--- src/hw/rtl/kpdc_pkg.sv ---
// kpdc_pkg: shared types and constants of the key press duration classifier
// used by kpdc_lane, kpdc_merge and key_press_duration_classifier_unit
// no dependencies

package kpdc_pkg;

  // fixed field widths
  localparam int KEY_W   = 5;
  localparam int KIND_W  = 2;
  localparam int LEVEL_W = 2;
  localparam int CNT8_W  = 8;

  // configuration register indexes (word address bits)
  localparam logic [1:0] REG_PRESS_THR = 2'd0;
  localparam logic [1:0] REG_LONG_THR  = 2'd1;
  localparam logic [1:0] REG_VLONG_THR = 2'd2;
  localparam logic [1:0] REG_COUNT_CAP = 2'd3;

  // configuration reset values
  localparam logic [7:0] PRESS_THR_RST = 8'd2;
  localparam logic [7:0] LONG_THR_RST  = 8'h40;
  localparam logic [7:0] VLONG_THR_RST = 8'haf;
  localparam logic [7:0] COUNT_CAP_RST = 8'hee;

  // event kinds
  localparam logic [1:0] EV_PRESS   = 2'd0;
  localparam logic [1:0] EV_LONG    = 2'd1;
  localparam logic [1:0] EV_VLONG   = 2'd2;
  localparam logic [1:0] EV_RELEASE = 2'd3;

  // release levels
  localparam logic [1:0] LVL_PRESS = 2'd0;
  localparam logic [1:0] LVL_LONG  = 2'd1;
  localparam logic [1:0] LVL_VLONG = 2'd2;

  // fired flag bits
  localparam logic [2:0] FLAG_PRESS = 3'h1;
  localparam logic [2:0] FLAG_LONG  = 3'h2;
  localparam logic [2:0] FLAG_VLONG = 3'h4;

  typedef struct packed {
    logic [7:0] press_thr;
    logic [7:0] long_thr;
    logic [7:0] vlong_thr;
    logic [7:0] count_cap;
  } kpdc_cfg_t;

  // events one key lane raises for the current tick
  typedef struct packed {
    logic [2:0]         thr;    // bit0 press, bit1 long, bit2 very long
    logic               rel;
    logic [LEVEL_W-1:0] level;
  } kpdc_lane_ev_t;

endpackage

--- src/hw/rtl/kpdc_lane.sv ---
// kpdc_lane: one key's hold counter, fired flags and event detection
// depends on kpdc_pkg

module kpdc_lane
  import kpdc_pkg::*;
(
  input  logic          clk,
  input  logic          rst,
  input  kpdc_cfg_t     cfg,
  input  logic          step,
  input  logic          level,
  output kpdc_lane_ev_t ev
);

  logic [CNT8_W-1:0] hold_count;
  logic [2:0]        fired_flags;

  logic [CNT8_W-1:0] clamped;
  logic [CNT8_W:0]   inc;
  logic [CNT8_W-1:0] cnt_mid;
  logic              hit;
  logic [2:0]        new_fire;
  logic [2:0]        flags_mid;

  // clamp, increment and saturate for a pressed key
  always_comb begin
    clamped = (hold_count > cfg.count_cap) ? cfg.count_cap : hold_count;
    inc     = {1'b0, clamped} + (CNT8_W+1)'(1);
    if (level) begin
      cnt_mid = hold_count;
    end else if (inc[CNT8_W]) begin
      cnt_mid = '1;
    end else begin
      cnt_mid = inc[CNT8_W-1:0];
    end
  end

  // threshold checks, long and very long nested under press
  always_comb begin
    hit         = cnt_mid > cfg.press_thr;
    new_fire[0] = hit && !fired_flags[0];
    new_fire[1] = hit && (cnt_mid > cfg.long_thr) && !fired_flags[1];
    new_fire[2] = hit && (cnt_mid > cfg.vlong_thr) && !fired_flags[2];
    flags_mid   = fired_flags | new_fire;
  end

  // release event with highest level reached
  always_comb begin
    ev.thr = new_fire;
    ev.rel = level && (flags_mid != '0);
    priority if ((flags_mid & FLAG_VLONG) != '0) begin
      ev.level = LVL_VLONG;
    end else if ((flags_mid & FLAG_LONG) != '0) begin
      ev.level = LVL_LONG;
    end else begin
      ev.level = LVL_PRESS;
    end
  end

  // state update on each accepted tick
  always_ff @(posedge clk) begin
    if (rst) begin
      hold_count  <= '0;
      fired_flags <= '0;
    end else if (step) begin
      hold_count  <= level ? '0 : cnt_mid;
      fired_flags <= level ? '0 : flags_mid;
    end
  end

endmodule

--- src/hw/rtl/kpdc_merge.sv ---
// kpdc_merge: gathers lane events of a tick, emits up to NUM_KEYS one per cycle while output is ready
// depends on kpdc_pkg

module kpdc_merge
  import kpdc_pkg::*;
#(
  parameter int NUM_KEYS = 23
) (
  input  logic                      clk,
  input  logic                      rst,
  input  logic                      step,
  input  kpdc_lane_ev_t [NUM_KEYS-1:0] lane_ev,
  output logic                      idle,
  output logic                      m_tvalid,
  input  logic                      m_tready,
  output logic [15:0]               m_tdata,  // key_index[4:0], event_kind[6:5], level_reached[8:7]
  output logic                      m_tlast   // last_event
);

  localparam int EV_W  = 5 * NUM_KEYS;
  localparam int THR_W = 4 * NUM_KEYS;
  localparam int IDX_W = $clog2(EV_W);
  localparam int KI_W  = (NUM_KEYS > 1) ? $clog2(NUM_KEYS) : 1;
  localparam int CNT_W = $clog2(NUM_KEYS + 1);

  logic [EV_W-1:0]    pend;
  logic [LEVEL_W-1:0] rel_lvl [NUM_KEYS];
  logic [CNT_W-1:0]   cnt;

  logic [EV_W-1:0]    ev_vec;
  logic [IDX_W-1:0]   idx;
  logic [EV_W-1:0]    pend_left;
  logic               load;
  logic               last;
  logic               is_rel;
  logic [KEY_W-1:0]   key;
  logic [KIND_W-1:0]  kind;
  logic [LEVEL_W-1:0] lvl;
  logic [IDX_W-1:0]   rel_off;

  logic [KEY_W-1:0]   out_key;
  logic [KIND_W-1:0]  out_kind;
  logic [LEVEL_W-1:0] out_lvl;

  // event vector: threshold nibbles per key, then release bits per key
  always_comb begin
    ev_vec = '0;
    for (int k = 0; k < NUM_KEYS; k++) begin
      ev_vec[4*k +: 3]    = lane_ev[k].thr;
      ev_vec[THR_W + k]   = lane_ev[k].rel;
    end
  end

  // lowest pending event
  always_comb begin
    idx = '0;
    for (int i = EV_W - 1; i >= 0; i--) begin
      if (pend[i]) begin
        idx = IDX_W'(i);
      end
    end
  end

  // decode the selected event
  always_comb begin
    is_rel  = idx >= IDX_W'(THR_W);
    rel_off = idx - IDX_W'(THR_W);
    if (is_rel) begin
      key  = KEY_W'(rel_off);
      kind = EV_RELEASE;
      lvl  = rel_lvl[KI_W'(rel_off)];
    end else begin
      key  = KEY_W'(idx[IDX_W-1:2]);
      kind = idx[1:0];
      lvl  = LVL_PRESS;
    end
    pend_left      = pend;
    pend_left[idx] = 1'b0;
    load = (pend != '0) && (!m_tvalid || m_tready);
    last = (pend_left == '0) || (cnt == CNT_W'(NUM_KEYS - 1));
  end

  assign idle = (pend == '0);

  // pending events and emitted count
  always_ff @(posedge clk) begin
    if (rst) begin
      pend <= '0;
      cnt  <= '0;
    end else if (step) begin
      pend <= ev_vec;
      cnt  <= '0;
    end else if (load) begin
      pend <= last ? '0 : pend_left;
      cnt  <= cnt + CNT_W'(1);
    end
  end

  // release levels captured with the tick
  always_ff @(posedge clk) begin
    if (step) begin
      for (int k = 0; k < NUM_KEYS; k++) begin
        rel_lvl[k] <= lane_ev[k].level;
      end
    end
  end

  // output register
  always_ff @(posedge clk) begin
    if (rst) begin
      m_tvalid <= 1'b0;
    end else if (load) begin
      m_tvalid <= 1'b1;
    end else if (m_tready) begin
      m_tvalid <= 1'b0;
    end
  end

  always_ff @(posedge clk) begin
    if (load) begin
      out_key  <= key;
      out_kind <= kind;
      out_lvl  <= lvl;
      m_tlast  <= last;
    end
  end

  assign m_tdata = {7'd0, out_lvl, out_kind, out_key};

  // a final event empties the pending set
  a_last_clears: assert property (@(posedge clk) disable iff (rst)
    load && last |=> pend == '0)
    else $error("pending events left after final event");

  // only release events carry a level
  a_level_rel_only: assert property (@(posedge clk) disable iff (rst)
    m_tvalid && (out_kind != EV_RELEASE) |-> out_lvl == LVL_PRESS)
    else $error("level on non-release event");

  // key index stays in range
  a_key_range: assert property (@(posedge clk) disable iff (rst)
    m_tvalid |-> out_key < KEY_W'(NUM_KEYS))
    else $error("key index out of range");

  // no more than NUM_KEYS events per tick
  a_cnt_bound: assert property (@(posedge clk) disable iff (rst)
    pend != '0 |-> cnt <= CNT_W'(NUM_KEYS - 1))
    else $error("event count overrun");

endmodule

--- src/hw/rtl/key_press_duration_classifier_unit.sv ---
// key_press_duration_classifier_unit: top level with register port and key lanes
// depends on kpdc_pkg, kpdc_lane and kpdc_merge

// One scan tick (an item of key levels, 0 = pressed) is taken when no events of
// the previous tick are still pending. All keys are updated in parallel lanes in
// the accept cycle; the merge stage then emits the tick's events one per cycle
// while the output side is ready, threshold events (press, long, very long) for
// keys from 0 up, then release events from key 0 up, at most NUM_KEYS per tick,
// tlast on the final one. A tick keeps the block busy until its final event has
// been loaded into the output register, so output stalls hold the next tick off.
// Registers: 0x0 press threshold, 0x4 long threshold, 0x8 very long threshold,
// 0xC count cap, 8 bits each; write only while the block is idle.

module key_press_duration_classifier_unit
  import kpdc_pkg::*;
#(
  parameter int NUM_KEYS = 23
) (
  input  logic                              clk,
  input  logic                              rst,
  // register port
  input  logic                              psel,
  input  logic                              penable,
  input  logic                              pwrite,
  input  logic [3:0]                        paddr,
  input  logic [31:0]                       pwdata,
  output logic [31:0]                       prdata,
  output logic                              pready,
  // scan ticks
  input  logic                              s_tvalid,
  output logic                              s_tready,
  input  logic [((NUM_KEYS+7)/8)*8-1:0]     s_tdata,  // key_levels[NUM_KEYS-1:0]
  // events
  output logic                              m_tvalid,
  input  logic                              m_tready,
  output logic [15:0]                       m_tdata,  // key_index[4:0], event_kind[6:5], level_reached[8:7]
  output logic                              m_tlast   // last_event
);

  kpdc_cfg_t                     cfg;
  kpdc_lane_ev_t [NUM_KEYS-1:0]  lane_ev;
  logic                          step;
  logic                          idle;
  logic                          wr;

  assign pready = 1'b1;
  assign wr     = psel && penable && pwrite && pready;

  // configuration registers
  always_ff @(posedge clk) begin
    if (rst) begin
      cfg.press_thr <= PRESS_THR_RST;
      cfg.long_thr  <= LONG_THR_RST;
      cfg.vlong_thr <= VLONG_THR_RST;
      cfg.count_cap <= COUNT_CAP_RST;
    end else if (wr) begin
      unique case (paddr[3:2])
        REG_PRESS_THR: cfg.press_thr <= pwdata[7:0];
        REG_LONG_THR:  cfg.long_thr  <= pwdata[7:0];
        REG_VLONG_THR: cfg.vlong_thr <= pwdata[7:0];
        REG_COUNT_CAP: cfg.count_cap <= pwdata[7:0];
        default: ;
      endcase
    end
  end

  // register read back
  always_comb begin
    unique case (paddr[3:2])
      REG_PRESS_THR: prdata = {24'd0, cfg.press_thr};
      REG_LONG_THR:  prdata = {24'd0, cfg.long_thr};
      REG_VLONG_THR: prdata = {24'd0, cfg.vlong_thr};
      REG_COUNT_CAP: prdata = {24'd0, cfg.count_cap};
      default:       prdata = '0;
    endcase
  end

  // tick accept
  assign s_tready = idle;
  assign step     = s_tvalid && s_tready;

  // one lane per key
  for (genvar k = 0; k < NUM_KEYS; k++) begin : g_lane
    kpdc_lane u_lane (
      .clk   (clk),
      .rst   (rst),
      .cfg   (cfg),
      .step  (step),
      .level (s_tdata[k]),
      .ev    (lane_ev[k])
    );
  end

  // event serialiser
  kpdc_merge #(
    .NUM_KEYS (NUM_KEYS)
  ) u_merge (
    .clk      (clk),
    .rst      (rst),
    .step     (step),
    .lane_ev  (lane_ev),
    .idle     (idle),
    .m_tvalid (m_tvalid),
    .m_tready (m_tready),
    .m_tdata  (m_tdata),
    .m_tlast  (m_tlast)
  );

endmodule
--- config.mk ---
export PLATFORM = sky130hd
export DESIGN_NAME = key_press_duration_classifier_unit
export DESIGN_NICKNAME = d
export VERILOG_FILES = /design/src/hw/rtl/kpdc_pkg.sv /design/src/hw/rtl/kpdc_lane.sv /design/src/hw/rtl/kpdc_merge.sv /design/src/hw/rtl/key_press_duration_classifier_unit.sv
export SDC_FILE = /design/constraint.sdc
export NUM_CORES = 2
export LEC_CHECK = 0
export ABC_AREA = 1
export BUFFER_PORTS_ARGS = -buffer_cell sky130_fd_sc_hd__clkbuf_2
export CORE_ASPECT_RATIO = 1.4
export CORE_MARGIN = 1.5
export CORE_UTILIZATION = 45
export CTS_BUF_LIST = sky130_fd_sc_hd__clkbuf_16
export DETAILED_ROUTE_END_ITERATION = 8
export PLACE_DENSITY = 0.66
export RECOVER_POWER = 25
export SLEW_MARGIN = 5
export SYNTH_ARGS = -nofsm -noshare
export SYNTH_HDL_FRONTEND = slang
export SYNTH_SLANG_ARGS = --single-unit
--- constraint.sdc ---
create_clock -name clk -period 8.8 [get_ports clk]
set_clock_uncertainty 0.05 [all_clocks]
set_input_delay 1.76 -clock clk [delete_from_list [all_inputs] [get_ports clk]]
set_output_delay 1.76 -clock clk [all_outputs]
set_load 0.05 [all_outputs]
* Yosys cells after proc, flatten, opt, wreduce, memory -nomap -nowiden *
Memories as Yosys holds them, arrays and structs flattened. A register that Yosys moved wholly into a read port is not among the register bits.
Cells that the tools add are included.

operators by class
  add/sub/neg operators = 25
  $lt $le $gt $ge = 95
  eq/ne operators = 4
  muxes and demuxes = 287
  bitwise operators = 25
  reduce and logical (&&, ||, !) cells = 250

operators with widths
  kind                                                  number
  two-way mux 7 bit                                     115
  greater-than comparator 8 bit                         92
  two-way mux 8 bit                                     92
  two-way mux 115 bit                                   3
  logical NOT 115 bit                                   2
  adder 8 x 1 -> 9 bit (second input constant)          23
  logical AND 1 bit                                     143
  case mux 32 bit (4 select lines)                      1
  bitwise AND 115 bit                                   1
  inverter 115 bit                                      1
  nonzero test 115 bit                                  1
  logical NOT 1 bit                                     71
  two-way mux 3 bit                                     23
  bitwise OR 3 bit                                      23
  nonzero test 3 bit                                    23
  two-way mux 2 bit                                     23
  two-way mux 1 bit                                     28
  < comparator 7 x 8 -> 1 bit (second input constant)   1
  AND reduction 2 bit                                   4
  demux 1 bit (select 7 bit)                            1
  >= comparator 7 x 1 -> 1 bit (second input constant)  1
  >= comparator 7 bit (second input constant)           1
  adder 5 x 1 -> 5 bit (second input constant)          1
  equality test 5 bit (second input constant)           1
  8 further kinds                                       11

storage, ports and cells
  flip-flop bits (word level) = 414
  memory bits (writable) = 46
  input bits = 67
  output and inout port bits = 52
  logic and storage cells = 744
  memories = 1

memories
  name             words  bits a word  read ports  clocked after Yosys merged registers in  write ports  line              RTL
  u_merge.rel_lvl  23     2            1           1                                        23           kpdc_merge.sv:27  logic [LEVEL_W-1:0] rel_lvl [NUM_KEYS];

* Logic depth before layout (Yosys ltp) *
  word-level depth = 126
  gate-level depth with buffers = 128
  mapped depth without buffers = 126

* Hierarchy *
A second synthesis with hierarchy kept.

unflattened totals
  cell total of the unflattened synthesis = 8060
  area total of the unflattened synthesis = 52552.9 um^2

modules (own cells, without submodules)
  module                              instances  cells each  area each (um^2)  sequential area each (um^2)
  kpdc_lane (g_lane[0].u_lane ...)    13         259         1710.4            220.2
  kpdc_lane (g_lane[18].u_lane ...)   9          259         1729.2            220.2
  kpdc_merge                          1          1851        11367.2           4103.9
  kpdc_lane (g_lane[9].u_lane)        1          258         1697.9            220.2
  key_press_duration_classifier_unit  1          253         1690.4            640.6

* Worst setup path before layout *
Ideal clock, no wire load.

  kind = reg2reg
  start = reg u_merge.pend[112]
  end = reg u_merge.pend[86]
  setup time = 0.132 ns
  arrival = 6.474 ns
  data required time = 8.618 ns
  slack = 2.144 ns
  stages on the path, launching flop included = 129
  buffers on the path = 3
  clock period less this slack = 6.656 ns
  cells stage by stage = dfxtp_1 -> inv_2 -> nand2_1 -> nand2_1 -> nand2_1 -> nand2_1 -> nand2_1 -> nand2_1 -> nand2_1 -> nand2_1 -> nand2_1 -> nand2_1 -> nand2_1 -> nand2_1 -> nand2_1 -> nand2_1 -> nand2_1 -> nand2_1 -> (+93 left out) -> nand2_1 -> nand2_1 -> nand2_2 -> nand2_4 -> buf_2 -> nand3_1 -> nand2_1 -> nand2_1 -> nor2_1 -> nand2_1 -> nor2_1 -> nand2_1 -> nor2_1 -> nand2_1 -> buf_6 -> buf_6 -> nand3_1 -> a21oi_1

on the way
  cells in the longest elaborated chain, start to end = 124
  elaborated cells on any way between the ends = 130
  classes of those cells = 2 x order compare; 118 x mux; 2 x bitwise; 8 x reduce/logical

RTL lines
  element                                                                                                   line              RTL
  start, declared                                                                                           kpdc_merge.sv:26  logic [EV_W-1:0] pend;
  start signal, assigned                                                                                    kpdc_merge.sv:91  pend <= ev_vec;
  start signal, assigned                                                                                    kpdc_merge.sv:94  pend <= last ? '0 : pend_left;
  two-way mux 7 bit (113 in a row)                                                                          kpdc_merge.sv:58  if (pend[i]) begin
  < comparator 7 x 8 -> 1 bit (not written as such) / >= comparator 7 x 1 -> 1 bit (equally long branches)  kpdc_merge.sv:78  pend_left[idx] = 1'b0;
  logical AND 1 bit (not written as such)                                                                   kpdc_merge.sv:78
  two-way mux 1 bit (not written as such)                                                                   kpdc_merge.sv:78
  demux 1 bit (select 7 bit)                                                                                --
  inverter 115 bit (no line)                                                                                --
  bitwise AND 115 bit (no line)                                                                             --
  logical NOT 115 bit                                                                                       kpdc_merge.sv:80  last = (pend_left == '0) || (cnt == CNT_W'(NUM_KEYS - 1));
  logical OR 1 bit                                                                                          kpdc_merge.sv:80
  two-way mux 115 bit                                                                                       kpdc_merge.sv:94
  two-way mux 115 bit                                                                                       kpdc_merge.sv:93  end else if (load) begin
  two-way mux 115 bit                                                                                       kpdc_merge.sv:90  end else if (step) begin

Several ways; a longest one is shown, not always the timed one. The select of a mux whose other input is x is not followed.
A chain may end at the register's enable or synchronous reset.

* Worst setup path after layout *
  start = reg u_merge.pend[112]
  end = reg u_merge.pend[90]

Same word-level chain as after synthesis.

==> run summary <==
all-layer global routing usage - 31.81%
# port buffers - 59
Cells after DPL - 8031
share of layout cells above drive strength 1 - 8.307%
Max-Cap Viols - 2
Core Footprint - 0.09696 mm^2
Hold Buf Count CTS - 0
DIE WIDTH - 267.4 um
Crit Path Class - reg -> reg
combinational power share - 24.8%
HPWL after detailed placement - 112500 um
synth warn - 0
average cell area after synthesis - 6.635 um^2
deepest clock path buffer count - 3
Synth area leader - ha_1
Tmin final - 8.820 ns
Die Height - 373.2 um
max-slew violations - 152
endpoints failing hold - 0
most frequent cells in the layout - 1277 x nand2_1, 911 x inv_1, 762 x ha_1
Row Count - 135
drt drc - 0
CP endpoint kind - flop
Unique masters post-synth - 53
DP Worst Slack - -0.2059 ns
#FFs+latches synth - 462
Flop pwr share - 35.3%
top cells by area, synth - ha_1 22%, dfxtp_1 18%, nand2_1 11%
Final Net Count - 7646
Fmax - 0.1134 GHz
cell mode on critical path - nand2_1
Final Cell Area - 0.04984 mm^2
Top-Level Pins - 119
Final WS setup - -0.01999 ns
TritonCTS Buffers - 54
DRT iter0 DRCs - 3871
initial core utilization - 45.44%
switching share of power - 34.90%
largest stage delay on the critical path - 0.34 ns
Netlist Area Pre-Place - 0.04405 mm^2
via-per-instance ratio - 5.747
failing checks - max-capacitance violations, max-slew violations, negative setup slack
Worst VDD drop - 0.1586 mV
Crit Path Max Fanout - 26
wire length per cell - 20.01 um
GPL Wtd Cong - 1.054
Pint - 4.050 mW
Pwr Total - 6.221 mW
PwrDens - 124.8 mW/mm^2
Post-synth top flop - dfxtp_1
# fillers - 9778
H-tree depth - 2
Final setup viols - 17
Reg clk slew, reported paths - 0.07 ns
initial antenna violation count - 4
top-area cell type share of the netlist area - 21.64%
leak pwr - 23.15 nW
P&R area growth vs syn - 13.14%
number of global-route vias before repair - 43860
path type of the worst min-delay path - reg -> reg
cell area after placement - 0.04699 mm^2
Worst EP arrival - 9.26 ns
run status - finished, violations left
largest net degree at the start of global routing - 111
Final Cycle Share - 100.2%
CP max-delay cell - dfxtp_2
vias - 46920
clk root buf - clkbuf_16
routed wire length - 163400 um
RSZ-0062 raised after global routing - yes
Psw - 2.171 mW
grt total ovfl - 0
CTS tree - yes
drt first pass iters - 6
Async S/R FF share, synth - 0%
sequential area share after synthesis - 22.27%
Final Non-Filler Cells - 8165
commonest non-fill, non-tap cell in the layout - nand2_1
Post-synth EDFFs - 56
Post-Route Utilization - 51.41%
max_slew headroom - -116.7%
startpoint types - flop
CTS Sinks - 462
worst slew pin tran - 3.232 ns
first-pass GRT wire length - 247200 um
cells after synthesis - 6639
die area - 0.09981 mm^2
Clk pwr share - 39.9%
Req. time, crit path - 9.24 ns
antenna-violating nets left - 0
worst-skew pair later-pin latency - 0.67 ns
## critical path, delay by kind of cell, from the launching register on
kind	cells	cell delay, ns
DFF	1	0.34
AOI/OAI and AO/OA	1	0.09
buffers and inverters	3	0.40
and+or+nand+nor	123	7.79
## layer usage
layer | routed length (um) | global-route usage (%) | vias up
met1 | 63730 | 37.41 | 21670
met3 | 11870 | 4.409 | 560
met5 | 31 | 0 | -
met4 | 12180 | 20.73 | 4
li1 | - | - | 22920
met2 | 75590 | 53.74 | 1767
## sequential cells by signal, indices dropped and copies added, names as in the netlist
register / cells
u_merge.pend: 115
u_merge.out_lvl: 2
cfg: 32
u_merge.out_kind: 2
u_merge.m_tvalid: 1
g_lane.u_lane.fired_flags: 69
u_merge.rel_lvl: 46
u_merge.out_key: 5
u_merge.cnt: 5
u_merge.m_tlast: 1
g_lane.u_lane.hold_count: 184
## worst paths after layout
check                                                 from                                       endpoint  slack (ns)  cells after the start
max                         u_merge.pend[112]$_SDFFE_PP0P_                  u_merge.pend[90]$_SDFFE_PP0P_       -0.02                    127
min          g_lane[13].u_lane.fired_flags[0]$_SDFFE_PP0P_  g_lane[13].u_lane.fired_flags[0]$_SDFFE_PP0P_        0.41                      2
max reg2reg                 u_merge.pend[112]$_SDFFE_PP0P_                  u_merge.pend[90]$_SDFFE_PP0P_       -0.02                    127
min reg2reg  g_lane[13].u_lane.fired_flags[0]$_SDFFE_PP0P_  g_lane[13].u_lane.fired_flags[0]$_SDFFE_PP0P_        0.41                      2
## cell families after synthesis
logic type,Yosys count,share of synthesized area [%]
AND/OR/NAND/NOR,2546,23.72
AO/OA/AOI/OAI,1644,20.65
buffers and inverters,1150,10.25
adder cells (fa/ha/maj),762,21.64
flip-flops,462,22.27
XOR/XNOR,72,1.431
other,2,0.01705
multiplexers,1,0.02272
## power by group through the flow
stage               Combinational, mW  Sequential, mW  Clock, mW
floorplan                       0.924            2.27          0
global placement                 1.42            2.24          0
detailed placement               1.45            2.24          0
CTS                              1.47            2.19       2.51
global route                     1.69            2.20       2.58
finish                           1.55            2.19       2.48
## what timing repair did
action / in CTS / in global routing
pin swaps: 0 / 28
endpoints found under the setup margin: 118 / 124
gates resized for setup: 20 / 147
cloned: 1 / 7
buffers inserted: 1 / 23
## Yosys cell counts, types with 2 or more instances
cell type / count
o22ai_1: 170
a31oi_1: 10
conb_1: 2
ha_1: 762
nor4_1: 29
nor2_1: 670
a221oi_1: 4
xnor2_1: 36
buf_4: 37
inv_1: 920
a31o_2: 5
o32ai_1: 27
o31ai_1: 12
o21ai_1: 22
a311oi_1: 2
a21oi_1: 667
nand4_1: 101
dfxtp_1: 406
inv_2: 3
nand3_1: 368
o221ai_1: 11
buf_6: 6
a211oi_1: 47
edfxtp_1: 56
buf_1: 10
clkinv_1: 4
a32oi_1: 8
o211ai_1: 54
nor3_1: 31
o21ai_0: 562
or2_2: 10
a22o_1: 6
clkbuf_1: 159
o41ai_1: 4
and2_1: 5
buf_2: 11
o311a_1: 2
xor2_1: 36
a22oi_1: 2
o21a_1: 7
nor2b_1: 5
nand2_1: 1324
o21bai_1: 11
a32o_1: 6
## metrics by stage
stage	hold WS [ns]	setup TNS (ns)
after floorplan	0.3846	0
after CTS	0.4135	0
after global placement	0.3961	-39.72
after detailed placement	0.4018	-19.73
after global routing	0.4320	-108.37
final	0.4119	-0.1511
## layout make-up
type	instances	area, um^2	share of cell area (%)
Antenna cell	2	5.005	0.01004
Clock buffer	57	1426	2.862
Clock inverter	44	451.7	0.9062
Inverter	927	3491	7.004
Multi-Input combinational cell	5058	30450	61.10
Sequential cell	462	9816	19.69
Tap cell	1301	1628	3.266
Timing Repair Buffer	314	2571	5.159
(Power assumes the default switching activity.)
